`src/jaef_pkg.sv`:
```
// Shared types and constants for the joystick and accelerometer event filter.
`default_nettype none

package jaef_pkg;

    // Default depth of the moving-average windows
    localparam int WINDOW_DEFAULT = 8;

    // Field widths
    localparam int JOY_W      = 8;
    localparam int ACCEL_W    = 10;
    localparam int FLAGS_W    = 8;
    localparam int OFFSET_W   = 11;

    // Input tdata layout, lowest bit first
    localparam int IN_JOY_X_LSB   = 0;
    localparam int IN_JOY_Y_LSB   = 8;
    localparam int IN_ACCEL_LSB   = 16;
    localparam int IN_FLAGS_LSB   = 24;
    localparam int IN_QUIET_BIT   = 32;
    localparam int IN_TDATA_W     = 40;

    // Bits inside the flags byte
    localparam int FLAG_Z_BIT     = 0;
    localparam int FLAG_C_BIT     = 1;
    localparam int FLAG_ACCEL_LSB = 2;

    // Output channel widths
    localparam int OUT_TDATA_W = 16;
    localparam int OUT_TUSER_W = 3;
    localparam int OUT_KIND_LSB = 0;
    localparam int OUT_CHAN_BIT = 2;

    // Configuration port
    localparam int CFG_INDEX_W = 2;
    localparam int CFG_DATA_W  = 10;

    // Snap ranges around the center
    localparam int JOY_SNAP   = 1;
    localparam int ACCEL_SNAP = 10;

    // Events one report can raise
    localparam int EVENT_SLOTS = 5;

    typedef enum logic [1:0] {
        EV_JOY   = 2'd0,
        EV_ACCEL = 2'd1,
        EV_DOWN  = 2'd2,
        EV_UP    = 2'd3
    } event_kind_t;

    typedef enum logic [CFG_INDEX_W-1:0] {
        CFG_JOY_X_CENTER   = 2'd0,
        CFG_JOY_Y_CENTER   = 2'd1,
        CFG_ACCEL_X_CENTER = 2'd2
    } cfg_index_t;

    // Channel codes: axis X or button Z, axis Y or button C
    localparam logic CH_X = 1'b0;
    localparam logic CH_Y = 1'b1;
    localparam logic CH_Z = 1'b0;
    localparam logic CH_C = 1'b1;

    typedef struct packed {
        event_kind_t                kind;
        logic                       chan;
        logic signed [OFFSET_W-1:0] offset;
    } event_t;

endpackage

`default_nettype wire

```
`src/joystick_accel_event_filter.sv`:
```
// Moving-average, deadband and button-edge event filter for controller reports.
`default_nettype none

// Each accepted report pushes joystick X, joystick Y and the ten-bit accelerometer X
// into WINDOW-deep moving averages, compares the rounded means against the last
// reported values and raises up to five events (joystick X, joystick Y, accel X,
// button Z, button C, in that order), the final one marked by m_axis_tlast. A report
// passes an input register, a running-sum stage, a mean stage (one constant
// multiplication per channel) and a tracking stage, which loads its events into a
// five-entry result buffer. Events leave that buffer one per cycle while m_axis_tready
// is high; a report's events hold it until the last one is taken, and the next report's
// events load as that last one leaves, so that single output port sets the report rate.
// The window samples sit in one memory of WINDOW entries read ahead one slot; entries
// count as zero until the first pass over the window is complete. Configuration
// writes are always taken (cfg_ready stays high) and must only occur while idle.
module joystick_accel_event_filter #(
    parameter int WINDOW = jaef_pkg::WINDOW_DEFAULT
) (
    input  wire logic                               clk,
    input  wire logic                               rst_n,
    // Report input
    input  wire logic                               s_axis_tvalid,
    output logic                                    s_axis_tready,
    // joy_x[7:0], joy_y[15:8], accel_x_high[23:16], flags_byte[31:24], quiet[32]
    input  wire logic [jaef_pkg::IN_TDATA_W-1:0]    s_axis_tdata,
    // Event output
    output logic                                    m_axis_tvalid,
    input  wire logic                               m_axis_tready,
    // offset[10:0], zero fill above
    output logic [jaef_pkg::OUT_TDATA_W-1:0]        m_axis_tdata,
    // event_kind[1:0], channel[2]
    output logic [jaef_pkg::OUT_TUSER_W-1:0]        m_axis_tuser,
    output logic                                    m_axis_tlast,
    // Configuration writes
    input  wire logic                               cfg_valid,
    output logic                                    cfg_ready,
    input  wire logic [jaef_pkg::CFG_INDEX_W-1:0]   cfg_index,
    input  wire logic [jaef_pkg::CFG_DATA_W-1:0]    cfg_data
);

    localparam int JOY_W    = jaef_pkg::JOY_W;
    localparam int ACCEL_W  = jaef_pkg::ACCEL_W;
    localparam int OFFSET_W = jaef_pkg::OFFSET_W;
    localparam int SLOTS    = jaef_pkg::EVENT_SLOTS;

    localparam int SLOT_W   = $clog2(WINDOW);
    localparam int SAMPLE_W = 2 * JOY_W + ACCEL_W;
    localparam int JSUM_W   = $clog2(WINDOW * 255 + 1);
    localparam int ASUM_W   = $clog2(WINDOW * 1023 + 1);

    // Rounded mean floor((2*sum + WINDOW) / (2*WINDOW)) by reciprocal multiplication
    localparam int DIV_D    = 2 * WINDOW;
    localparam int DIV_N    = ASUM_W + 2;
    localparam int DIV_S    = DIV_N + $clog2(DIV_D);
    localparam int DIV_M_W  = DIV_N + 2;
    localparam int PROD_W   = DIV_N + DIV_M_W;
    localparam longint DIV_M_VAL =
        ((longint'(1) << DIV_S) + longint'(DIV_D - 1)) / longint'(DIV_D);
    localparam logic [DIV_M_W-1:0] DIV_M = DIV_M_W'(DIV_M_VAL);

    localparam int TRK_W = ACCEL_W + 2;
    localparam logic [SLOT_W-1:0] SLOT_LAST = SLOT_W'(WINDOW - 1);

    typedef struct packed {
        logic               change;
        logic [ACCEL_W-1:0] value;
    } track_t;

    // Deadband compare and snap to center
    function automatic track_t track_value(
        input logic [ACCEL_W-1:0]      rep,
        input logic [ACCEL_W-1:0]      mean,
        input logic [ACCEL_W-1:0]      center,
        input logic signed [TRK_W-1:0] snap
    );
        logic signed [TRK_W-1:0] diff;
        logic signed [TRK_W-1:0] m;
        logic signed [TRK_W-1:0] lo;
        logic signed [TRK_W-1:0] hi;
        track_t                  r;
        m      = $signed({2'b00, mean});
        diff   = $signed({2'b00, rep}) - m;
        lo     = $signed({2'b00, center}) - snap;
        hi     = $signed({2'b00, center}) + snap;
        r.change = (diff > TRK_W'(1)) || (diff < -TRK_W'(1));
        if (!r.change)
            r.value = rep;
        else if (m >= lo && m <= hi)
            r.value = center;
        else
            r.value = mean;
        return r;
    endfunction

    // Configuration registers
    logic [JOY_W-1:0]   jx_center_reg;
    logic [JOY_W-1:0]   jy_center_reg;
    logic [ACCEL_W-1:0] ax_center_reg;

    // Input stage
    logic               a_valid_reg;
    logic [JOY_W-1:0]   a_jx_reg;
    logic [JOY_W-1:0]   a_jy_reg;
    logic [ACCEL_W-1:0] a_ax_reg;
    logic               a_z_rel_reg;
    logic               a_c_rel_reg;
    logic               a_quiet_reg;

    // Window memory and running sums
    logic [SAMPLE_W-1:0] window_mem [WINDOW];
    logic [SAMPLE_W-1:0] rd_reg;
    logic [SLOT_W-1:0]   slot_reg;
    logic [SLOT_W-1:0]   slot_next;
    logic [SLOT_W-1:0]   rd_addr;
    logic                filled_reg;
    logic [SAMPLE_W-1:0] old_sample;
    logic [JSUM_W-1:0]   jx_sum_reg;
    logic [JSUM_W-1:0]   jy_sum_reg;
    logic [ASUM_W-1:0]   ax_sum_reg;
    logic [JSUM_W-1:0]   jx_sum_next;
    logic [JSUM_W-1:0]   jy_sum_next;
    logic [ASUM_W-1:0]   ax_sum_next;

    // Sum stage
    logic b_valid_reg;
    logic b_z_rel_reg;
    logic b_c_rel_reg;
    logic b_quiet_reg;

    // Mean computation
    logic [DIV_N-1:0]  jx_num;
    logic [DIV_N-1:0]  jy_num;
    logic [DIV_N-1:0]  ax_num;
    logic [PROD_W-1:0] jx_prod;
    logic [PROD_W-1:0] jy_prod;
    logic [PROD_W-1:0] ax_prod;

    // Mean stage
    logic               c_valid_reg;
    logic [JOY_W-1:0]   c_jx_mean_reg;
    logic [JOY_W-1:0]   c_jy_mean_reg;
    logic [ACCEL_W-1:0] c_ax_mean_reg;
    logic               c_z_rel_reg;
    logic               c_c_rel_reg;
    logic               c_quiet_reg;

    // Tracking state
    logic [JOY_W-1:0]   jx_rep_reg;
    logic [JOY_W-1:0]   jy_rep_reg;
    logic [ACCEL_W-1:0] ax_rep_reg;
    logic               z_pressed_reg;
    logic               c_pressed_reg;
    track_t             jx_trk;
    track_t             jy_trk;
    track_t             ax_trk;
    logic               z_press_now;
    logic               c_press_now;
    logic [SLOTS-1:0]   ev_valid;
    jaef_pkg::event_t   ev_new [SLOTS];

    // Result buffer
    jaef_pkg::event_t   ev_reg [SLOTS];
    logic [SLOTS-1:0]   pend_reg;
    logic [SLOTS-1:0]   sel_onehot;
    logic [SLOTS-1:0]   pend_after;
    jaef_pkg::event_t   out_ev;

    // Handshake
    logic out_fire;
    logic buf_free;
    logic c_ready;
    logic c_move;
    logic b_ready;
    logic b_move;
    logic a_ready;
    logic a_move;
    logic in_fire;

    // Pipeline flow control
    always_comb
    begin
        out_fire   = m_axis_tvalid && m_axis_tready;
        pend_after = pend_reg & ~(out_fire ? sel_onehot : '0);
        buf_free   = (pend_after == '0);
        c_move     = c_valid_reg && buf_free;
        c_ready    = !c_valid_reg || buf_free;
        b_move     = b_valid_reg && c_ready;
        b_ready    = !b_valid_reg || c_ready;
        a_move     = a_valid_reg && b_ready;
        a_ready    = !a_valid_reg || b_ready;
        in_fire    = s_axis_tvalid && a_ready;
    end

    assign s_axis_tready = a_ready;
    assign cfg_ready     = 1'b1;

    // Configuration writes
    always_ff @(posedge clk or negedge rst_n)
    begin
        if (!rst_n)
        begin
            jx_center_reg <= JOY_W'(128);
            jy_center_reg <= JOY_W'(128);
            ax_center_reg <= '0;
        end
        else if (cfg_valid)
        begin
            case (jaef_pkg::cfg_index_t'(cfg_index))
                jaef_pkg::CFG_JOY_X_CENTER:   jx_center_reg <= cfg_data[JOY_W-1:0];
                jaef_pkg::CFG_JOY_Y_CENTER:   jy_center_reg <= cfg_data[JOY_W-1:0];
                jaef_pkg::CFG_ACCEL_X_CENTER: ax_center_reg <= cfg_data[ACCEL_W-1:0];
                default: ;
            endcase
        end
    end

    // Capture the report
    always_ff @(posedge clk)
    begin
        if (in_fire)
        begin
            a_jx_reg    <= s_axis_tdata[jaef_pkg::IN_JOY_X_LSB +: JOY_W];
            a_jy_reg    <= s_axis_tdata[jaef_pkg::IN_JOY_Y_LSB +: JOY_W];
            a_ax_reg    <= {s_axis_tdata[jaef_pkg::IN_ACCEL_LSB +: JOY_W],
                            s_axis_tdata[jaef_pkg::IN_FLAGS_LSB + jaef_pkg::FLAG_ACCEL_LSB +: 2]};
            a_z_rel_reg <= s_axis_tdata[jaef_pkg::IN_FLAGS_LSB + jaef_pkg::FLAG_Z_BIT];
            a_c_rel_reg <= s_axis_tdata[jaef_pkg::IN_FLAGS_LSB + jaef_pkg::FLAG_C_BIT];
            a_quiet_reg <= s_axis_tdata[jaef_pkg::IN_QUIET_BIT];
        end
    end

    // Replace the oldest sample and update the running sums
    always_comb
    begin
        slot_next   = (slot_reg == SLOT_LAST) ? '0 : slot_reg + 1'b1;
        rd_addr     = a_move ? slot_next : slot_reg;
        old_sample  = filled_reg ? rd_reg : '0;
        jx_sum_next = jx_sum_reg - JSUM_W'(old_sample[0 +: JOY_W]) + JSUM_W'(a_jx_reg);
        jy_sum_next = jy_sum_reg - JSUM_W'(old_sample[JOY_W +: JOY_W]) + JSUM_W'(a_jy_reg);
        ax_sum_next = ax_sum_reg - ASUM_W'(old_sample[2 * JOY_W +: ACCEL_W])
                      + ASUM_W'(a_ax_reg);
    end

    // Window memory, read one slot ahead
    always_ff @(posedge clk)
    begin
        if (a_move)
            window_mem[slot_reg] <= {a_ax_reg, a_jy_reg, a_jx_reg};
        rd_reg <= window_mem[rd_addr];
    end

    // Mean numerators and reciprocal products
    always_comb
    begin
        jx_num  = DIV_N'({jx_sum_reg, 1'b0}) + DIV_N'(WINDOW);
        jy_num  = DIV_N'({jy_sum_reg, 1'b0}) + DIV_N'(WINDOW);
        ax_num  = DIV_N'({ax_sum_reg, 1'b0}) + DIV_N'(WINDOW);
        jx_prod = PROD_W'(jx_num) * PROD_W'(DIV_M);
        jy_prod = PROD_W'(jy_num) * PROD_W'(DIV_M);
        ax_prod = PROD_W'(ax_num) * PROD_W'(DIV_M);
    end

    // Deadband tracking and event build
    always_comb
    begin
        jx_trk = track_value({2'b00, jx_rep_reg}, {2'b00, c_jx_mean_reg},
                             {2'b00, jx_center_reg}, TRK_W'(jaef_pkg::JOY_SNAP));
        jy_trk = track_value({2'b00, jy_rep_reg}, {2'b00, c_jy_mean_reg},
                             {2'b00, jy_center_reg}, TRK_W'(jaef_pkg::JOY_SNAP));
        ax_trk = track_value(ax_rep_reg, c_ax_mean_reg, ax_center_reg,
                             TRK_W'(jaef_pkg::ACCEL_SNAP));
        z_press_now = !c_z_rel_reg;
        c_press_now = !c_c_rel_reg;

        ev_new[0].kind   = jaef_pkg::EV_JOY;
        ev_new[0].chan   = jaef_pkg::CH_X;
        ev_new[0].offset = $signed({3'b000, jx_trk.value[JOY_W-1:0]})
                           - $signed({3'b000, jx_center_reg});
        ev_new[1].kind   = jaef_pkg::EV_JOY;
        ev_new[1].chan   = jaef_pkg::CH_Y;
        ev_new[1].offset = $signed({3'b000, jy_center_reg})
                           - $signed({3'b000, jy_trk.value[JOY_W-1:0]});
        ev_new[2].kind   = jaef_pkg::EV_ACCEL;
        ev_new[2].chan   = jaef_pkg::CH_X;
        ev_new[2].offset = $signed({1'b0, ax_trk.value}) - $signed({1'b0, ax_center_reg});
        ev_new[3].kind   = z_press_now ? jaef_pkg::EV_DOWN : jaef_pkg::EV_UP;
        ev_new[3].chan   = jaef_pkg::CH_Z;
        ev_new[3].offset = '0;
        ev_new[4].kind   = c_press_now ? jaef_pkg::EV_DOWN : jaef_pkg::EV_UP;
        ev_new[4].chan   = jaef_pkg::CH_C;
        ev_new[4].offset = '0;

        ev_valid[0] = jx_trk.change && !c_quiet_reg;
        ev_valid[1] = jy_trk.change && !c_quiet_reg;
        ev_valid[2] = ax_trk.change;
        ev_valid[3] = (z_press_now != z_pressed_reg) && !c_quiet_reg;
        ev_valid[4] = (c_press_now != c_pressed_reg) && !c_quiet_reg;
    end

    // Advance stage payloads
    always_ff @(posedge clk)
    begin
        if (a_move)
        begin
            b_z_rel_reg <= a_z_rel_reg;
            b_c_rel_reg <= a_c_rel_reg;
            b_quiet_reg <= a_quiet_reg;
        end
        if (b_move)
        begin
            c_jx_mean_reg <= jx_prod[DIV_S +: JOY_W];
            c_jy_mean_reg <= jy_prod[DIV_S +: JOY_W];
            c_ax_mean_reg <= ax_prod[DIV_S +: ACCEL_W];
            c_z_rel_reg   <= b_z_rel_reg;
            c_c_rel_reg   <= b_c_rel_reg;
            c_quiet_reg   <= b_quiet_reg;
        end
        if (c_move)
            ev_reg <= ev_new;
    end

    // Control state and filter state
    always_ff @(posedge clk or negedge rst_n)
    begin
        if (!rst_n)
        begin
            a_valid_reg   <= 1'b0;
            b_valid_reg   <= 1'b0;
            c_valid_reg   <= 1'b0;
            slot_reg      <= '0;
            filled_reg    <= 1'b0;
            jx_sum_reg    <= '0;
            jy_sum_reg    <= '0;
            ax_sum_reg    <= '0;
            jx_rep_reg    <= '0;
            jy_rep_reg    <= '0;
            ax_rep_reg    <= '0;
            z_pressed_reg <= 1'b0;
            c_pressed_reg <= 1'b0;
            pend_reg      <= '0;
        end
        else
        begin
            if (a_ready)
                a_valid_reg <= s_axis_tvalid;
            if (b_ready)
                b_valid_reg <= a_valid_reg;
            if (c_ready)
                c_valid_reg <= b_valid_reg;
            if (a_move)
            begin
                slot_reg   <= slot_next;
                jx_sum_reg <= jx_sum_next;
                jy_sum_reg <= jy_sum_next;
                ax_sum_reg <= ax_sum_next;
                if (slot_reg == SLOT_LAST)
                    filled_reg <= 1'b1;
            end
            if (c_move)
            begin
                jx_rep_reg    <= jx_trk.value[JOY_W-1:0];
                jy_rep_reg    <= jy_trk.value[JOY_W-1:0];
                ax_rep_reg    <= ax_trk.value;
                z_pressed_reg <= z_press_now;
                c_pressed_reg <= c_press_now;
                pend_reg      <= ev_valid;
            end
            else
                pend_reg <= pend_after;
        end
    end

    // Drain the lowest pending event first
    always_comb
    begin
        sel_onehot = pend_reg & (~pend_reg + 1'b1);
        out_ev     = '0;
        for (int i = 0; i < SLOTS; i++)
        begin
            if (sel_onehot[i])
                out_ev = ev_reg[i];
        end
    end

    assign m_axis_tvalid = |pend_reg;
    assign m_axis_tdata  = {{(jaef_pkg::OUT_TDATA_W - OFFSET_W){1'b0}}, out_ev.offset};
    assign m_axis_tuser  = {out_ev.chan, out_ev.kind};
    assign m_axis_tlast  = ((pend_reg & ~sel_onehot) == '0);

endmodule

`default_nettype wire

```
`config.mk`:
```
export PLATFORM = sky130hd
export DESIGN_NAME = joystick_accel_event_filter
export DESIGN_NICKNAME = d
export VERILOG_FILES = /design/src/jaef_pkg.sv /design/src/joystick_accel_event_filter.sv
export SDC_FILE = /design/constraint.sdc
export NUM_CORES = 1
export LEC_CHECK = 0
export CORE_UTILIZATION = 65
export DETAILED_ROUTE_END_ITERATION = 12
export DONT_BUFFER_PORTS = 1
export PLACE_DENSITY = 0.88
export SETUP_SLACK_MARGIN = 0.05
export SYNTH_ARGS = -nofsm -noshare
export SYNTH_HDL_FRONTEND = slang
export SYNTH_SLANG_ARGS = --single-unit
```
`constraint.sdc`:
```
create_clock -name clk -period 12.2 [get_ports clk]
set_clock_uncertainty 0.15 [all_clocks]
set_input_delay 3.66 -clock clk [delete_from_list [all_inputs] [get_ports clk]]
set_output_delay 3.66 -clock clk [all_outputs]
set_load 0.02 [all_outputs]
```
# [Word level (Yosys, flattened, before mapping)]
# Memory sizes are Yosys's and may differ from the RTL's. A register that Yosys moved wholly into a read port is not among the register bits.
# Cells that the tools add are included.
# Widths: inputs -> output; s select.
[totals] out_inout_bits=23 mem_bits_rw=208 ff_bits=199 inputBits=57 memories=1
[mem_list] name="window_mem" words=8 word_bits=26 rd=1 rd_clocked_by_memory_dff=1 write_ports=1 line="joystick_accel_event_filter.sv:110" source="logic [SAMPLE_W-1:0] window_mem [WINDOW];"
[op_classes] n_eq_ne=5 n_reduce_logical=32 addsub=23 order_cmp=12 n_bitwise=6 n_mux=20
[op_table] operator="$mux 14" count=4
[op_table] operator="$sub 8x8->9" count=4
[op_table] operator="$mux 8" count=4
[op_table] operator="$mux 26" count=1
[op_table] operator="$add 12x4->12 const B" count=2
[op_table] operator="$add 11x8->11" count=2
[op_table] operator="$sub 10x10->11" count=2
[op_table] operator="$sub 11x8->11" count=2
[op_table] operator="$mux 10" count=2
[op_table] operator="$add 8x1->9 const B" count=2
[op_table] operator="$ge 9x9->1" count=2
[op_table] operator="$gt 9x2->1 const B" count=2
[op_table] operator="$le 8x9->1" count=2
[op_table] operator="$lt 9x1->1 const B" count=2
[op_table] operator="$sub 8x1->9 const B" count=2
[op_table] operator="$and 5x5->5" count=3
[op_table] operator="$not 5->5" count=3
[op_table] operator="$add 14x4->14 const B" count=1
[op_table] operator="$add 13x10->13" count=1
[op_table] operator="$sub 13x10->13" count=1
[op_table] operator="$logic_and 1x1->1" count=12
[op_table] operator="$add 10x4->11 const B" count=1
[op_table] operator="$ge 11x11->1" count=1
[op_table] operator="$gt 11x2->1 const B" count=1
[op_table] operator="other kinds (19)" count=39

# [Depth between registers and ports, before layout]
[logic_depth] ltp_word=12 ltp_mapped=23 ltp_nobuf=22

# [Worst setup path after synthesis]
# OpenSTA, ideal clock, no wires.
[synth_timing] kind="input to output" start="input port m_axis_tready" end="output port s_axis_tready" path_slack_ns=4.040 required_ns=8.390 path_buffers=0 cell_stages=4 arrival_time_ns=4.350 path_cell_list="nand2b_4 -> a2111oi_2 -> a21oi_2 -> nand3_1"
[synth_via] elab_chain_cells=8
[synth_rtl] item="from (decl)" line="joystick_accel_event_filter.sv:28" source="input wire logic m_axis_tready,"
[synth_rtl] item="$logic_and 1x1->1" line="joystick_accel_event_filter.sv:182" source="out_fire = m_axis_tvalid && m_axis_tready;"
[synth_rtl] item="$mux 5" line="joystick_accel_event_filter.sv:183" source="pend_after = pend_reg & ~(out_fire ? sel_onehot : '0);"
[synth_rtl] item="$not 5->5" line="joystick_accel_event_filter.sv:183"
[synth_rtl] item="$and 5x5->5" line="joystick_accel_event_filter.sv:183"
[synth_rtl] item="$logic_not 5->1" line="joystick_accel_event_filter.sv:184" source="buf_free = (pend_after == '0);"
[synth_rtl] item="$logic_or 1x1->1" line="joystick_accel_event_filter.sv:186" source="c_ready = !c_valid_reg || buf_free;"
[synth_rtl] item="$logic_or 1x1->1" line="joystick_accel_event_filter.sv:188" source="b_ready = !b_valid_reg || c_ready;"
[synth_rtl] item="$logic_or 1x1->1" line="joystick_accel_event_filter.sv:190" source="a_ready = !a_valid_reg || b_ready;"
[synth_rtl] item="to (decl)" line="joystick_accel_event_filter.sv:23" source="output logic s_axis_tready,"
# Every way passes these cells.

# [Worst setup path after layout]
# Same ends and word-level chain as after synthesis.

==> tab_implementation.tex <==
\begin{tabular}{lr}
\hline
Metric & Value \\
\hline
\multicolumn{2}{l}{\textbf{Clock network}} \\
\quad CTS root buffer & sky130\_fd\_sc\_hd\_\_clkbuf\_16 \\
\quad Cells resized by post-CTS repair & 0 \\
\quad H-tree depth reported by CTS & 2 \\
\quad TritonCTS buffer count & 44 \\
\quad TritonCTS clock tree & done \\
\quad Setup bufs post-CTS & 0 \\
\quad Hold-fix buffers, CTS & 0 \\
\quad Clock latency on the worst-skew pair & 0.57 ns \\
\quad Number of clock sinks seen by CTS & 427 \\
\quad Post-CTS clock slew at the launch and capture registers of the worst setup and hold paths & 0.06 ns \\
\quad Buffers from clock root to sink, at most & 3 \\
\multicolumn{2}{l}{\textbf{Floorplan}} \\
\quad Standard-cell rows & 68 \\
\quad Effective utilization at floorplan & around two thirds \\
\quad Count of boundary I/O pins & 80 \\
\quad Height of the die & 190 µm \\
\quad Placeable core area & 34500 µm² \\
\quad DIE WIDTH & roughly 190 µm \\
\quad Total die area & 35900 µm² \\
\multicolumn{2}{l}{\textbf{STA}} \\
\quad Final hold violations & 0 \\
\quad Tightest Pin Transition & between 1 and 1.5 ns \\
\quad Shortest clock period the worst path allows after layout & 8.36 ns \\
\quad Max frequency & 120 MHz \\
\quad Setup repair after global routing missed its margin & false \\
\quad Setup TNS & 0 ns \\
\quad Final cycle utilization of the critical path & 68.5\% \\
\quad Final-report setup violation count & 0 \\
\quad Worst slew margin & between 20\% and 30\% \\
\quad Fin. max-slew vios & 0 \\
\multicolumn{2}{l}{\textbf{Critical path}} \\
\quad Startpoint Class & input port \\
\quad Worst-path cell chain & nor2b\_1, o21ai\_1, a21oi\_2, nand3\_1 \\
\quad Biggest fanout along the worst timing path & 5 \\
\quad Worst r2r src & jx\_center\_reg[1]\$\_DFFE\_PN0P\_ \\
\quad Top delay family on crit path & simple AND/OR/NAND/NOR gates \\
\quad Required arrival time at the worst endpoint & approximately 8.4 ns \\
\quad Worst EP arrival & 4.55 ns \\
\quad Worst stage delay on the critical path & around 0.38 ns \\
\quad Buf+Inv Stages, Crit Path & 0 \\
\quad Capture point of the worst reg-to-reg path & ev\_reg[63]\$\_DFFE\_PP\_ \\
\quad Reg2Reg Setup Slack & slightly below 7 ns \\
\quad Sort of element at the end of the critical path & primary output \\
\quad Crit Path Class & input port to primary output \\
\quad Cells on worst reg2reg path & 21 \\
\quad Slowest cell on crit path & sky130\_fd\_sc\_hd\_\_nand3\_1 \\
\multicolumn{2}{l}{\textbf{Route}} \\
\quad Vias per inst & about 6.1 \\
\quad Vias & 14.2k \\
\quad DRT Wirelength & 46000 µm \\
\quad DRC violations left & 0 \\
\quad Post-route ant nets & 0 \\
\quad Post-detailed-route wirelength per cell & approximately 20 µm \\
\quad Pre-antenna DRT Iters & 7 \\
\quad Violation count after the first detailed-route iteration & 1088 \\
\multicolumn{2}{l}{\textbf{Global routing}} \\
\quad Pin count of the biggest net entering global routing & 102 \\
\quad First-pass GRT wire length & 74400 µm \\
\quad Aggregate global routing overflow & 0 \\
\quad Initial antenna violation count & 0 \\
\quad Via count of the first global-routing pass & 14.4k \\
\quad Tot GR Track Use & 26.5\% \\
\multicolumn{2}{l}{\textbf{Outcome}} \\
\quad Run status & complete, no violations \\
\multicolumn{2}{l}{\textbf{Logic synthesis}} \\
\quad Yosys warning total & 0 \\
\quad Gate count of the mapped netlist & 1847 \\
\quad Fraction of synthesis flops using an asynchronous set or reset pin & approximately a quarter \\
\quad Avg Inst Size Synth & 12.4 µm² \\
\quad Count of cell types in the netlist & 87 \\
\quad Sequential area share after synthesis & 52.8\% \\
\quad Synthesis-stage register bit count & approximately 430 \\
\quad Number of enable-type register cells in the synthesized netlist & 300 \\
\quad Most common flop cell mapped by yosys & sky130\_fd\_sc\_hd\_\_edfxtp\_1 \\
\quad Netlist area before placement & 22900 µm² \\
\multicolumn{2}{l}{\textbf{Final layout}} \\
\quad Final-stage net count & 2093 \\
\quad Final Instance Count excl. Fillers & 2343 \\
\quad Number of flip-flops under the largest register name & 208 \\
\quad Number of diodes added for antenna fixing & 0 \\
\quad Area growth from synthesis to layout & 8.14\% \\
\quad Proportion of layout cells with a drive suffix above 1 & 11.1\% \\
\multicolumn{2}{l}{\textbf{Place}} \\
\quad DP Wirelength & 31500 µm \\
\quad Number of port buffers & 0 \\
\quad Routability-driven placement congestion ratio & between 0.8 and 0.9 \\
\quad Post-placement cell count & between 2k and 2.5k \\
\multicolumn{2}{l}{\textbf{Worst hold path}} \\
\quad Launch point of the worst hold path & b\_quiet\_reg\$\_DFFE\_PP\_ \\
\quad Hold path depth & 0 \\
\quad Endpoint of the worst hold path & c\_quiet\_reg\$\_DFFE\_PP\_ \\
\quad Min-delay worst type & flip-flop to flip-flop \\
\multicolumn{2}{l}{\textbf{Flow run}} \\
\quad Number of maximum-capacitance constraint violations & 0 \\
\hline
\end{tabular}
-- Yosys cell counts (7+ instances only) --
library cell,count,area [µm²]
sky130_fd_sc_hd__edfxtp_1,300,9010
sky130_fd_sc_hd__inv_1,186,698
sky130_fd_sc_hd__ha_1,149,1860
sky130_fd_sc_hd__dfrtp_1,99,2480
sky130_fd_sc_hd__nand2_1,96,360
sky130_fd_sc_hd__nor2_1,86,323
sky130_fd_sc_hd__mux2i_1,85,851
sky130_fd_sc_hd__o21ai_0,84,420
sky130_fd_sc_hd__xnor2_1,71,622
sky130_fd_sc_hd__mux2_2,69,777
sky130_fd_sc_hd__a21oi_1,55,275
sky130_fd_sc_hd__xor2_1,45,394
sky130_fd_sc_hd__nor3_1,41,205
sky130_fd_sc_hd__nand3_1,40,200
sky130_fd_sc_hd__and2_1,32,200
sky130_fd_sc_hd__fa_1,32,641
sky130_fd_sc_hd__a21o_1,27,203
sky130_fd_sc_hd__nor2b_1,27,169
sky130_fd_sc_hd__clkbuf_1,26,97.6
sky130_fd_sc_hd__dfxtp_1,26,521
sky130_fd_sc_hd__mux4_2,24,541
sky130_fd_sc_hd__a221oi_1,18,158
sky130_fd_sc_hd__nand2b_1,18,113
sky130_fd_sc_hd__buf_2,16,80.1
sky130_fd_sc_hd__o21a_1,16,120
sky130_fd_sc_hd__buf_4,12,90.1
sky130_fd_sc_hd__nand4_1,11,68.8
sky130_fd_sc_hd__o211ai_1,10,75.1
sky130_fd_sc_hd__a22oi_1,9,67.6
sky130_fd_sc_hd__nand3b_1,9,67.6
sky130_fd_sc_hd__a221oi_2,8,120
sky130_fd_sc_hd__a21boi_0,7,52.6
sky130_fd_sc_hd__nor4_1,7,43.8
-- routing by layer --
metal  vias up  share of wire, %  global-route usage [%]
li1       6684                 -                       -
met4         0               2.7                    9.31
met5         -                 0                       0
met2       407                50                    45.6
met3        93               5.1                    3.71
met1      7000                42                    34.5
-- through the flow --
stage	utilization, %	hold slack (ns)	area (µm²)	worst slack [ns]
detailed placement	67.5	0.255	23300	3.84
floorplan	-	0.250	22900	4.04
CTS	71.5	0.269	24700	3.83
finish	71.5	0.271	24700	3.84
global route	71.5	0.271	24700	3.78
global placement	67.5	0.252	23300	3.83
-- placed cells by master (no fill, tap or decap), drive strengths merged, types with 42 or more instances in the layout --
master	Yosys	routed
clkbuf	26	59
a21oi	56	56
xor2	45	45
nor3	42	42
xnor2	71	71
ha	149	149
edfxtp	300	300
nand2	98	98
dfrtp	99	99
nor2	87	87
inv	188	191
mux2	70	70
o21ai	87	87
mux2i	86	86
-- kinds of logic after synthesis --
family,after synthesis,synth area share (%)
buffers and inverters,250,4.54
adder cells (fa/ha/maj),181,11.0
XOR/XNOR,116,4.45
AND/OR/NAND/NOR,400,8.85
flip-flops,427,52.8
AO/OA/AOI/OAI,289,8.56
other,2,0.0329
multiplexers,182,9.84
-- worst max-delay path by stage --
stage | start | to | slack (ns) | depth (start not counted)
3_3_place_gp | m_axis_tready | s_axis_tready | 3.83 | 4
6_report | m_axis_tready | s_axis_tready | 3.84 | 4
2_1_floorplan | m_axis_tready | s_axis_tready | 4.04 | 4
4_1_cts | m_axis_tready | s_axis_tready | 3.83 | 4
5_1_grt | m_axis_tready | s_axis_tready | 3.78 | 4
3_5_place_dp | m_axis_tready | s_axis_tready | 3.84 | 4
-- layout make-up --
cell class,instances,area [µm²]
well taps,455,569
multi-input cells,1174,9830
flip-flops and latches,427,12100
clock buffers,59,1180
clock inverters,20,225
inverters,189,712
repair buffers,19,143
fillers,2233,9830
Power is not shown: default switching activity piles up to over one toggle a cycle in this logic, so the estimate is an artifact.
